==> src/design/mbfs_pkg.sv <==
`timescale 1ns / 1ps
// ----------------------------------------------------------------------------
// mbfs_pkg
// Shared types, constants and bit-count helpers for the memory bit flip
// statistics block.
// ----------------------------------------------------------------------------
package mbfs_pkg;

    localparam int WORD_BITS = 16;
    localparam int CNT_W     = 24;
    localparam int INC_W     = $clog2(WORD_BITS + 1);
    localparam int MODE_W    = 2;
    localparam int CFG_IDX_W = 1;

    localparam longint MAX_WORDS = 524288;
    localparam longint CNT_LIMIT = MAX_WORDS * WORD_BITS;
    localparam longint FIELD_MAX = (longint'(1) << CNT_W) - 1;
    localparam logic [CNT_W-1:0] CNT_MAX =
        (CNT_LIMIT < FIELD_MAX) ? CNT_W'(CNT_LIMIT) : CNT_W'(FIELD_MAX);

    // compare modes
    localparam logic [MODE_W-1:0] MODE_NONE   = 2'd0;
    localparam logic [MODE_W-1:0] MODE_CONST  = 2'd1;
    localparam logic [MODE_W-1:0] MODE_ASCEND = 2'd2;
    localparam logic [MODE_W-1:0] MODE_CENSUS = 2'd3;

    // register indexes
    localparam logic [CFG_IDX_W-1:0] REG_COMPARE_MODE  = 1'd0;
    localparam logic [CFG_IDX_W-1:0] REG_PATTERN_VALUE = 1'd1;

    // status codes
    localparam logic STATUS_OK     = 1'b0;
    localparam logic STATUS_NO_REF = 1'b1;

    // queue between classifier and accumulator
    localparam int QUEUE_DEPTH = 2;
    localparam int QUEUE_AW    = (QUEUE_DEPTH > 1) ? $clog2(QUEUE_DEPTH) : 1;
    localparam int QUEUE_CW    = $clog2(QUEUE_DEPTH + 1);

    typedef struct packed {
        logic [INC_W-1:0] flip_one;
        logic [INC_W-1:0] flip_zero;
        logic [INC_W-1:0] ones;
        logic [INC_W-1:0] zeros;
        logic             no_ref;
        logic             last;
    } item_t;

    function automatic logic [INC_W-1:0] bits_set16(input logic [WORD_BITS-1:0] v);
        logic [WORD_BITS-1:0] x;
        x = v;
        x = (x & 16'h5555) + ((x >> 1) & 16'h5555);
        x = (x & 16'h3333) + ((x >> 2) & 16'h3333);
        x = (x & 16'h0F0F) + ((x >> 4) & 16'h0F0F);
        x = (x & 16'h00FF) + ((x >> 8) & 16'h00FF);
        return x[INC_W-1:0];
    endfunction

    function automatic logic [CNT_W-1:0] sat_add(input logic [CNT_W-1:0] acc,
                                                 input logic [INC_W-1:0] inc);
        logic [CNT_W:0] s;
        s = {1'b0, acc} + {{(CNT_W + 1 - INC_W){1'b0}}, inc};
        if (s > {1'b0, CNT_MAX})
        begin
            return CNT_MAX;
        end
        return s[CNT_W-1:0];
    endfunction

endpackage

==> src/design/mbfs_front.sv <==
`timescale 1ns / 1ps
// ----------------------------------------------------------------------------
// mbfs_front
// Holds the configuration and expected word, classifies each read word into
// per-word bit counts for the accumulator queue.
// ----------------------------------------------------------------------------
module mbfs_front
    import mbfs_pkg::*;
(
    input  logic                 clk,
    input  logic                 rst_n,
    input  logic                 cfg_valid,
    input  logic [CFG_IDX_W-1:0] cfg_index,
    input  logic [WORD_BITS-1:0] cfg_data,
    input  logic                 push,
    input  logic [WORD_BITS-1:0] read_word,
    input  logic                 last,
    output item_t                item
);

    logic [MODE_W-1:0]    mode_reg, mode_next;
    logic [WORD_BITS-1:0] pattern_reg, pattern_next;
    logic [WORD_BITS-1:0] expected_reg, expected_next;
    logic [WORD_BITS-1:0] diff;
    logic [INC_W-1:0]     exp_ones;
    logic [INC_W-1:0]     rd_ones;

    assign diff     = expected_reg ^ read_word;
    assign exp_ones = bits_set16(expected_reg);
    assign rd_ones  = bits_set16(read_word);

    always_comb
    begin
        item           = '0;
        item.last      = last;
        item.no_ref    = (mode_reg == MODE_NONE);
        case (mode_reg)
            MODE_CONST, MODE_ASCEND:
            begin
                item.flip_one  = bits_set16(diff & expected_reg);
                item.flip_zero = bits_set16(diff & read_word);
                item.ones      = exp_ones;
                item.zeros     = INC_W'(WORD_BITS) - exp_ones;
            end
            MODE_CENSUS:
            begin
                item.ones  = rd_ones;
                item.zeros = INC_W'(WORD_BITS) - rd_ones;
            end
            default:
            begin
                item.ones = '0;
            end
        endcase
    end

    always_comb
    begin
        mode_next     = mode_reg;
        pattern_next  = pattern_reg;
        expected_next = expected_reg;
        if (cfg_valid)
        begin
            case (cfg_index)
                REG_COMPARE_MODE:
                begin
                    mode_next = cfg_data[MODE_W-1:0];
                end
                REG_PATTERN_VALUE:
                begin
                    pattern_next  = cfg_data;
                    expected_next = cfg_data;
                end
                default:
                begin
                    mode_next = mode_reg;
                end
            endcase
        end
        else if (push)
        begin
            if (last)
            begin
                expected_next = pattern_reg;
            end
            else if (mode_reg == MODE_ASCEND)
            begin
                expected_next = expected_reg + 1'b1;
            end
        end
    end

    always_ff @(posedge clk or negedge rst_n)
    begin
        if (!rst_n)
        begin
            mode_reg     <= MODE_NONE;
            pattern_reg  <= '0;
            expected_reg <= '0;
        end
        else
        begin
            mode_reg     <= mode_next;
            pattern_reg  <= pattern_next;
            expected_reg <= expected_next;
        end
    end

endmodule

==> src/design/mbfs_queue.sv <==
`timescale 1ns / 1ps
// ----------------------------------------------------------------------------
// mbfs_queue
// Short register queue of classified words between front and back.
// ----------------------------------------------------------------------------
module mbfs_queue
    import mbfs_pkg::*;
(
    input  logic  clk,
    input  logic  rst_n,
    input  logic  push,
    input  item_t push_item,
    input  logic  pop,
    output item_t head,
    output logic  not_empty,
    output logic  full
);

    item_t                entries_reg [QUEUE_DEPTH];
    logic [QUEUE_AW-1:0]  wr_ptr_reg, wr_ptr_next;
    logic [QUEUE_AW-1:0]  rd_ptr_reg, rd_ptr_next;
    logic [QUEUE_CW-1:0]  count_reg, count_next;

    assign head      = entries_reg[rd_ptr_reg];
    assign not_empty = (count_reg != '0);
    assign full      = (count_reg == QUEUE_CW'(QUEUE_DEPTH));

    always_comb
    begin
        wr_ptr_next = wr_ptr_reg;
        rd_ptr_next = rd_ptr_reg;
        count_next  = count_reg;
        if (push)
        begin
            wr_ptr_next = (wr_ptr_reg == QUEUE_AW'(QUEUE_DEPTH - 1)) ? '0 : wr_ptr_reg + 1'b1;
        end
        if (pop)
        begin
            rd_ptr_next = (rd_ptr_reg == QUEUE_AW'(QUEUE_DEPTH - 1)) ? '0 : rd_ptr_reg + 1'b1;
        end
        if (push && !pop)
        begin
            count_next = count_reg + 1'b1;
        end
        else if (pop && !push)
        begin
            count_next = count_reg - 1'b1;
        end
    end

    always_ff @(posedge clk)
    begin
        if (push)
        begin
            entries_reg[wr_ptr_reg] <= push_item;
        end
    end

    always_ff @(posedge clk or negedge rst_n)
    begin
        if (!rst_n)
        begin
            wr_ptr_reg <= '0;
            rd_ptr_reg <= '0;
            count_reg  <= '0;
        end
        else
        begin
            wr_ptr_reg <= wr_ptr_next;
            rd_ptr_reg <= rd_ptr_next;
            count_reg  <= count_next;
        end
    end

    a_no_overflow: assert property (@(posedge clk) disable iff (!rst_n)
        full |-> !push || pop)
        else $error("queue push while full");

    a_no_underflow: assert property (@(posedge clk) disable iff (!rst_n)
        !not_empty |-> !pop)
        else $error("queue pop while empty");

endmodule

==> src/design/mbfs_back.sv <==
`timescale 1ns / 1ps
// ----------------------------------------------------------------------------
// mbfs_back
// Saturating accumulators and the result register; emits counts on the last
// word of a region and clears for the next one.
// ----------------------------------------------------------------------------
module mbfs_back
    import mbfs_pkg::*;
(
    input  logic             clk,
    input  logic             rst_n,
    input  item_t            head,
    input  logic             not_empty,
    output logic             pop,
    output logic             out_valid,
    input  logic             out_stall,
    output logic [CNT_W-1:0] flipped_one_count,
    output logic [CNT_W-1:0] flipped_zero_count,
    output logic [CNT_W-1:0] one_count,
    output logic [CNT_W-1:0] zero_count,
    output logic             status
);

    logic [CNT_W-1:0] fo_acc_reg, fo_acc_next;
    logic [CNT_W-1:0] fz_acc_reg, fz_acc_next;
    logic [CNT_W-1:0] on_acc_reg, on_acc_next;
    logic [CNT_W-1:0] ze_acc_reg, ze_acc_next;
    logic [CNT_W-1:0] fo_sum, fz_sum, on_sum, ze_sum;
    logic             out_valid_reg, out_valid_next;
    logic [CNT_W-1:0] fo_out_reg, fz_out_reg, on_out_reg, ze_out_reg;
    logic             status_reg;
    logic             slot_free;
    logic             emit;

    assign slot_free = !out_valid_reg || !out_stall;
    assign pop       = not_empty && (!head.last || slot_free);
    assign emit      = pop && head.last;

    assign fo_sum = sat_add(fo_acc_reg, head.flip_one);
    assign fz_sum = sat_add(fz_acc_reg, head.flip_zero);
    assign on_sum = sat_add(on_acc_reg, head.ones);
    assign ze_sum = sat_add(ze_acc_reg, head.zeros);

    always_comb
    begin
        fo_acc_next    = fo_acc_reg;
        fz_acc_next    = fz_acc_reg;
        on_acc_next    = on_acc_reg;
        ze_acc_next    = ze_acc_reg;
        out_valid_next = out_valid_reg && out_stall;
        if (emit)
        begin
            fo_acc_next    = '0;
            fz_acc_next    = '0;
            on_acc_next    = '0;
            ze_acc_next    = '0;
            out_valid_next = 1'b1;
        end
        else if (pop)
        begin
            fo_acc_next = fo_sum;
            fz_acc_next = fz_sum;
            on_acc_next = on_sum;
            ze_acc_next = ze_sum;
        end
    end

    always_ff @(posedge clk or negedge rst_n)
    begin
        if (!rst_n)
        begin
            fo_acc_reg    <= '0;
            fz_acc_reg    <= '0;
            on_acc_reg    <= '0;
            ze_acc_reg    <= '0;
            out_valid_reg <= 1'b0;
        end
        else
        begin
            fo_acc_reg    <= fo_acc_next;
            fz_acc_reg    <= fz_acc_next;
            on_acc_reg    <= on_acc_next;
            ze_acc_reg    <= ze_acc_next;
            out_valid_reg <= out_valid_next;
        end
    end

    // result payload
    always_ff @(posedge clk)
    begin
        if (emit)
        begin
            if (head.no_ref)
            begin
                fo_out_reg <= '0;
                fz_out_reg <= '0;
                on_out_reg <= '0;
                ze_out_reg <= '0;
                status_reg <= STATUS_NO_REF;
            end
            else
            begin
                fo_out_reg <= fo_sum;
                fz_out_reg <= fz_sum;
                on_out_reg <= on_sum;
                ze_out_reg <= ze_sum;
                status_reg <= STATUS_OK;
            end
        end
    end

    assign out_valid          = out_valid_reg;
    assign flipped_one_count  = fo_out_reg;
    assign flipped_zero_count = fz_out_reg;
    assign one_count          = on_out_reg;
    assign zero_count         = ze_out_reg;
    assign status             = status_reg;

    a_acc_bounded: assert property (@(posedge clk) disable iff (!rst_n)
        fo_acc_reg <= CNT_MAX && fz_acc_reg <= CNT_MAX &&
        on_acc_reg <= CNT_MAX && ze_acc_reg <= CNT_MAX)
        else $error("accumulator above saturation limit");

    a_no_ref_zero: assert property (@(posedge clk) disable iff (!rst_n)
        out_valid_reg && status_reg == STATUS_NO_REF |->
            fo_out_reg == '0 && fz_out_reg == '0 && on_out_reg == '0 && ze_out_reg == '0)
        else $error("no-reference result carries counts");

    a_clear_after_emit: assert property (@(posedge clk) disable iff (!rst_n)
        emit |=> fo_acc_reg == '0 && fz_acc_reg == '0 &&
            on_acc_reg == '0 && ze_acc_reg == '0)
        else $error("accumulators not cleared after result");

    a_no_overwrite: assert property (@(posedge clk) disable iff (!rst_n)
        out_valid_reg && out_stall |-> !emit)
        else $error("pending result overwritten");

endmodule

==> src/design/memory_bit_flip_statistics.sv <==
`timescale 1ns / 1ps
// ----------------------------------------------------------------------------
// memory_bit_flip_statistics
// Compares read-back words with a constant or ascending pattern (or takes a
// census of the read data) and reports saturating bit counts per region.
// A result passes the queue and then the result register once its last word is
// taken. One word per cycle is taken while in_stall is low, set by the single
// accumulate stage behind the queue. Reset clears mode, pattern, expected word,
// accumulators and the result valid flag; no reference mode is active after it.
// ----------------------------------------------------------------------------
module memory_bit_flip_statistics
    import mbfs_pkg::*;
(
    input  logic                 clk,
    input  logic                 rst_n,
    input  logic                 cfg_valid,
    output logic                 cfg_ready,
    input  logic [CFG_IDX_W-1:0] cfg_index,
    input  logic [WORD_BITS-1:0] cfg_data,
    input  logic                 in_valid,
    output logic                 in_stall,
    input  logic [WORD_BITS-1:0] read_word,
    input  logic                 last,
    output logic                 out_valid,
    input  logic                 out_stall,
    output logic [CNT_W-1:0]     flipped_one_count,
    output logic [CNT_W-1:0]     flipped_zero_count,
    output logic [CNT_W-1:0]     one_count,
    output logic [CNT_W-1:0]     zero_count,
    output logic                 status
);

    item_t front_item;
    item_t head;
    logic  push;
    logic  pop;
    logic  not_empty;
    logic  full;

    assign cfg_ready = 1'b1;
    assign in_stall  = full;
    assign push      = in_valid && !full;

    mbfs_front u_front (
        .clk       (clk),
        .rst_n     (rst_n),
        .cfg_valid (cfg_valid),
        .cfg_index (cfg_index),
        .cfg_data  (cfg_data),
        .push      (push),
        .read_word (read_word),
        .last      (last),
        .item      (front_item)
    );

    mbfs_queue u_queue (
        .clk       (clk),
        .rst_n     (rst_n),
        .push      (push),
        .push_item (front_item),
        .pop       (pop),
        .head      (head),
        .not_empty (not_empty),
        .full      (full)
    );

    mbfs_back u_back (
        .clk                (clk),
        .rst_n              (rst_n),
        .head               (head),
        .not_empty          (not_empty),
        .pop                (pop),
        .out_valid          (out_valid),
        .out_stall          (out_stall),
        .flipped_one_count  (flipped_one_count),
        .flipped_zero_count (flipped_zero_count),
        .one_count          (one_count),
        .zero_count         (zero_count),
        .status             (status)
    );

endmodule
==> config.mk <==
export PLATFORM = sky130hd
export DESIGN_NAME = memory_bit_flip_statistics
export DESIGN_NICKNAME = d
export VERILOG_FILES = /design/src/design/mbfs_pkg.sv /design/src/design/mbfs_front.sv /design/src/design/mbfs_queue.sv /design/src/design/mbfs_back.sv /design/src/design/memory_bit_flip_statistics.sv
export SDC_FILE = /design/constraint.sdc
export NUM_CORES = 1
export LEC_CHECK = 0
export ABC_AREA = 0
export ABC_CLOCK_PERIOD_IN_PS = 8860
export BUFFER_PORTS_ARGS = -buffer_cell sky130_fd_sc_hd__clkbuf_2
export CAP_MARGIN = 5
export CORE_MARGIN = 4
export CORE_UTILIZATION = 57
export DETAILED_ROUTE_END_ITERATION = 8
export PLACE_DENSITY = 0.85
export REMOVE_ABC_BUFFERS = 1
export SLEW_MARGIN = 20
export SYNTH_ARGS = -nofsm -noshare
export SYNTH_HDL_FRONTEND = slang
export SYNTH_SLANG_ARGS = --single-unit
==> constraint.sdc <==
create_clock -name clk -period 8.86 [get_ports clk]
set_clock_uncertainty 0.05 [all_clocks]
set_input_delay 1.772 -clock clk [delete_from_list [all_inputs] [get_ports clk]]
set_output_delay 1.772 -clock clk [all_outputs]
set_load 0.02 [all_outputs]
==> qor.yml <==
n_antenna_cell: 0
yosys.cell_types.count: 84
antenna_violations_before_repair: 0
synth_edf_count: 141
yosys_most_used_dff: "sky130_fd_sc_hd__edfxtp_1"
synth_top_cell_area_share_pct: 24.4
clock_insertion_delay_worst_skew_ns: 0.56
die_w_um: 183
power_density_nw_per_um2: 393
remaining_overflow_grt: 0
postCtsResizedCells: 0
detailedRoute.firstPassIterationCount: 5
postSynthAreaPerCell_um2: 10.0
dpl.cell_count: 2172
grt_util_met1_pct: 33.3
crit_path_frequent_cell: "sky130_fd_sc_hd__nand2_1"
ys_warn_count: 0
synthMostInstantiatedCell: "sky130_fd_sc_hd__nor2_1"
place.gp.congestion: 0.935
fp-row-count: 63
cp_data_arrival_time_ns: 5.78
cts_tree: "done"
total_standard_cell_area_after_synthesis_um2: 17400
syn-instance-count: 1730
maxSlewHeadroom_pct: 27.4
clockBufferDepth: 3
die_area_um2: 33300
setup_viols_final: 0
grt_pass1_wl_mm: 66.3
cts_setup_buffers: 0
final_max_slew_viol_count: 0
drc: 0
max_slew.worst_pin.slew_ns: 1.09
initial_core_util_pct: 58.1
finalHoldViolCount: 0
cts-hold-fix-buffers: 0
globalRouteTotalUtil_pct: 23.9
post_cts_clock_slew_at_the_launch_and_capture_registers_of_the_worst_setup_and_hold_paths_ns: 0.06
detailedRoute.firstIterationViolations: 1167
gr-usage-met3_pct: 3.51
post_synthesis_cell_type_with_the_largest_combined_area: "sky130_fd_sc_hd__edfxtp_1"
portBuffers: 137
rsz0062_at_grt: "false"
ys_top_cells_by_count: "sky130_fd_sc_hd__nor2_1, sky130_fd_sc_hd__edfxtp_1, sky130_fd_sc_hd__dfrtp_1, sky130_fd_sc_hd__nand2_1, sky130_fd_sc_hd__ha_1"
timing.critical_path.slowest_cell_delay_ns: 1.04
cts_made_buffers: 30
drt-vias-per-instance: 6.04
period_share_pct: 60.6
routed-via-count: 13500
timing.fmax_ghz: 0.186
half_perimeter_wire_length_after_placement_mm: 29.0
nature_of_the_critical_path_endpoint: "flop"
run_status: "complete, no violations"
drt-wirelength-per-cell_um: 18.4
antenna_violating_nets_post_route: 0
count_of_filler_cells_inserted_in_the_layout: 2309
net_count_reported_at_finish: 2002
timing.hold.worst.class: "reg2reg"
total_leakage_power_nw: 8.47
tritoncts_num_sinks: 276
maxCapViolations: 0
io-pin-count: 139
synth.area.top_cells: "sky130_fd_sc_hd__edfxtp_1, sky130_fd_sc_hd__dfrtp_1, sky130_fd_sc_hd__ha_1, sky130_fd_sc_hd__nor2_1, sky130_fd_sc_hd__fa_1"
postSynthRegisterBits: 276
syn2layout_area_growth_pct: 11.1
setup_total_negative_slack_ns: 0
finalCriticalPeriod_ns: 5.37
peak_ir_drop_on_the_vdd_network_uv: 393
largest_register_ff_count: 44
grt_most_used_layer: "met2"
die_h_um: 183
ys_async_sr_fraction_pct: 48.9
worstPathRequired_ns: 9.27
grtUsageMet2_pct: 39.6
pin_count_of_the_biggest_net_entering_global_routing: 79
layout-drive-gt1-share_pct: 14.9
worstPathCellList: "mux2_2 > ha_1 > inv_1 > fa_1 > nand2b_1 > a21oi_1 > o21a_1 > nand2_1 > o22a_1 > or4_4 > o21ai_4 > buf_4 > nand2_1 > o22ai_1"
totalWireLength_mm: 40.9
floorplan.core_area_um2: 29900
crit_slowest_cell: "sky130_fd_sc_hd__dfrtp_1"
seq_area_frac_synth_pct: 43.8
criticalPathCategory: "reg2reg"
worstSetupStartpointType: "flop"
htree_levels: 1
cts-root-buf: "sky130_fd_sc_hd__clkbuf_16"
vias_in_the_first_global_route: 13000
crit_path_max_fanout: 32
final-instance-count-excl-fill: 2228
[final timing paths]
| kind | startpoint | end | slack [ns] | depth (start not counted) |
|---|---|---|---|---|
| min | u_queue.wr_ptr_reg | u_queue.wr_ptr_reg | 0.45 | 1 |
| min in group asynchronous | rst_n | u_front.expected_reg[14] | 1.16 | 1 |
| max | u_queue.rd_ptr_reg | u_back.fo_acc_reg[10] | 3.49 | 14 |
| max in group asynchronous | rst_n | u_back.fo_acc_reg[1] | 6.43 | 2 |
| max reg2reg | u_queue.rd_ptr_reg | u_back.fo_acc_reg[10] | 3.49 | 14 |
| min reg2reg | u_queue.wr_ptr_reg | u_queue.wr_ptr_reg | 0.45 | 1 |
[kinds of logic (layout without fill, tap and decap cells)]
group / Yosys count / count (layout) / synth area share (%)
AND/OR/NAND/NOR: 580 / 580 / 16.1
AO/OA/AOI/OAI: 387 / 387 / 14.5
XOR/XNOR: 107 / 107 / 5.40
other: 1 / 1 / 0.0216
adder cells (fa/ha/maj): 149 / 149 / 12.1
flip-flops: 276 / 276 / 43.8
buffers and inverters: 167 / 275 / 4.10
multiplexers: 63 / 63 / 3.88
[layout by cell type, fill, tap and decap left out, drive strengths merged, types with 10 or more instances in the layout]
master and instances:
xnor2 49, nor2b 39, and3 22, o21ai 96, a21oi 93, and2 24
or2 11, clkbuf 175, edfxtp 141, nand3 50, ha 117, xor2 58
mux2 35, a21o 40, a31oi 47, nor2 192, nand2 134, mux2i 28
nand4 27, nor3 22, o2111ai 12, buf 14, o211ai 12, inv 70
or3 12, nand2b 10, fa 32, dfrtp 135
[critical path, delay by kind of cell (launching register included)]
family | cells | cell delay [ns]
AOI/OAI and AO/OA | 5 | 1.74
muxes | 1 | 0.32
DFF | 1 | 1.04
buffers and inverters | 2 | 0.40
and+or+nand+nor | 4 | 1.16
adders and majority gates | 2 | 0.56
[metrics by stage]
step | setup slack [ns] | hold slack [ns] | util (%) | area (um2) | power [mW]
floorplan | 0.548 | 0.405 | - | 16900 | 5.03
detailed placement | 3.64 | 0.436 | 60.9 | 18200 | 6.19
global route | 3.22 | 0.473 | 64.6 | 19300 | 8.12
CTS | 3.53 | 0.453 | 64.5 | 19300 | 7.58
global placement | 3.72 | 0.423 | 60.9 | 18200 | 5.99
finish | 3.49 | 0.446 | 64.6 | 19300 | 7.58
[layout make-up]
| cell class | count | area, um2 | share of cell area, % |
|---|---|---|---|
| clock inverter | 17 | 204 | 1.06 |
| inverter | 69 | 259 | 1.34 |
| multi-input combinational | 1287 | 9050 | 46.9 |
| tap | 390 | 488 | 2.53 |
| timing repair buffer | 150 | 793 | 4.11 |
| clock buffer | 39 | 877 | 4.55 |
| sequential | 276 | 7610 | 39.5 |
[power by group]
| group | total, mW | switching (mW) | internal, mW |
|---|---|---|---|
| logic | 4.04 | 2.54 | 1.51 |
| clock network | 1.34 | 0.524 | 0.814 |
| registers | 2.19 | 0.203 | 1.99 |
[routing by layer]
layer	vias to the layer above	share of wire (%)
met1	6501	43
met2	517	47
li1	6364	-
met4	0	2.5
met3	77	7.1
met5	-	0
No activity file was read; power rests on OpenSTA's default activity.
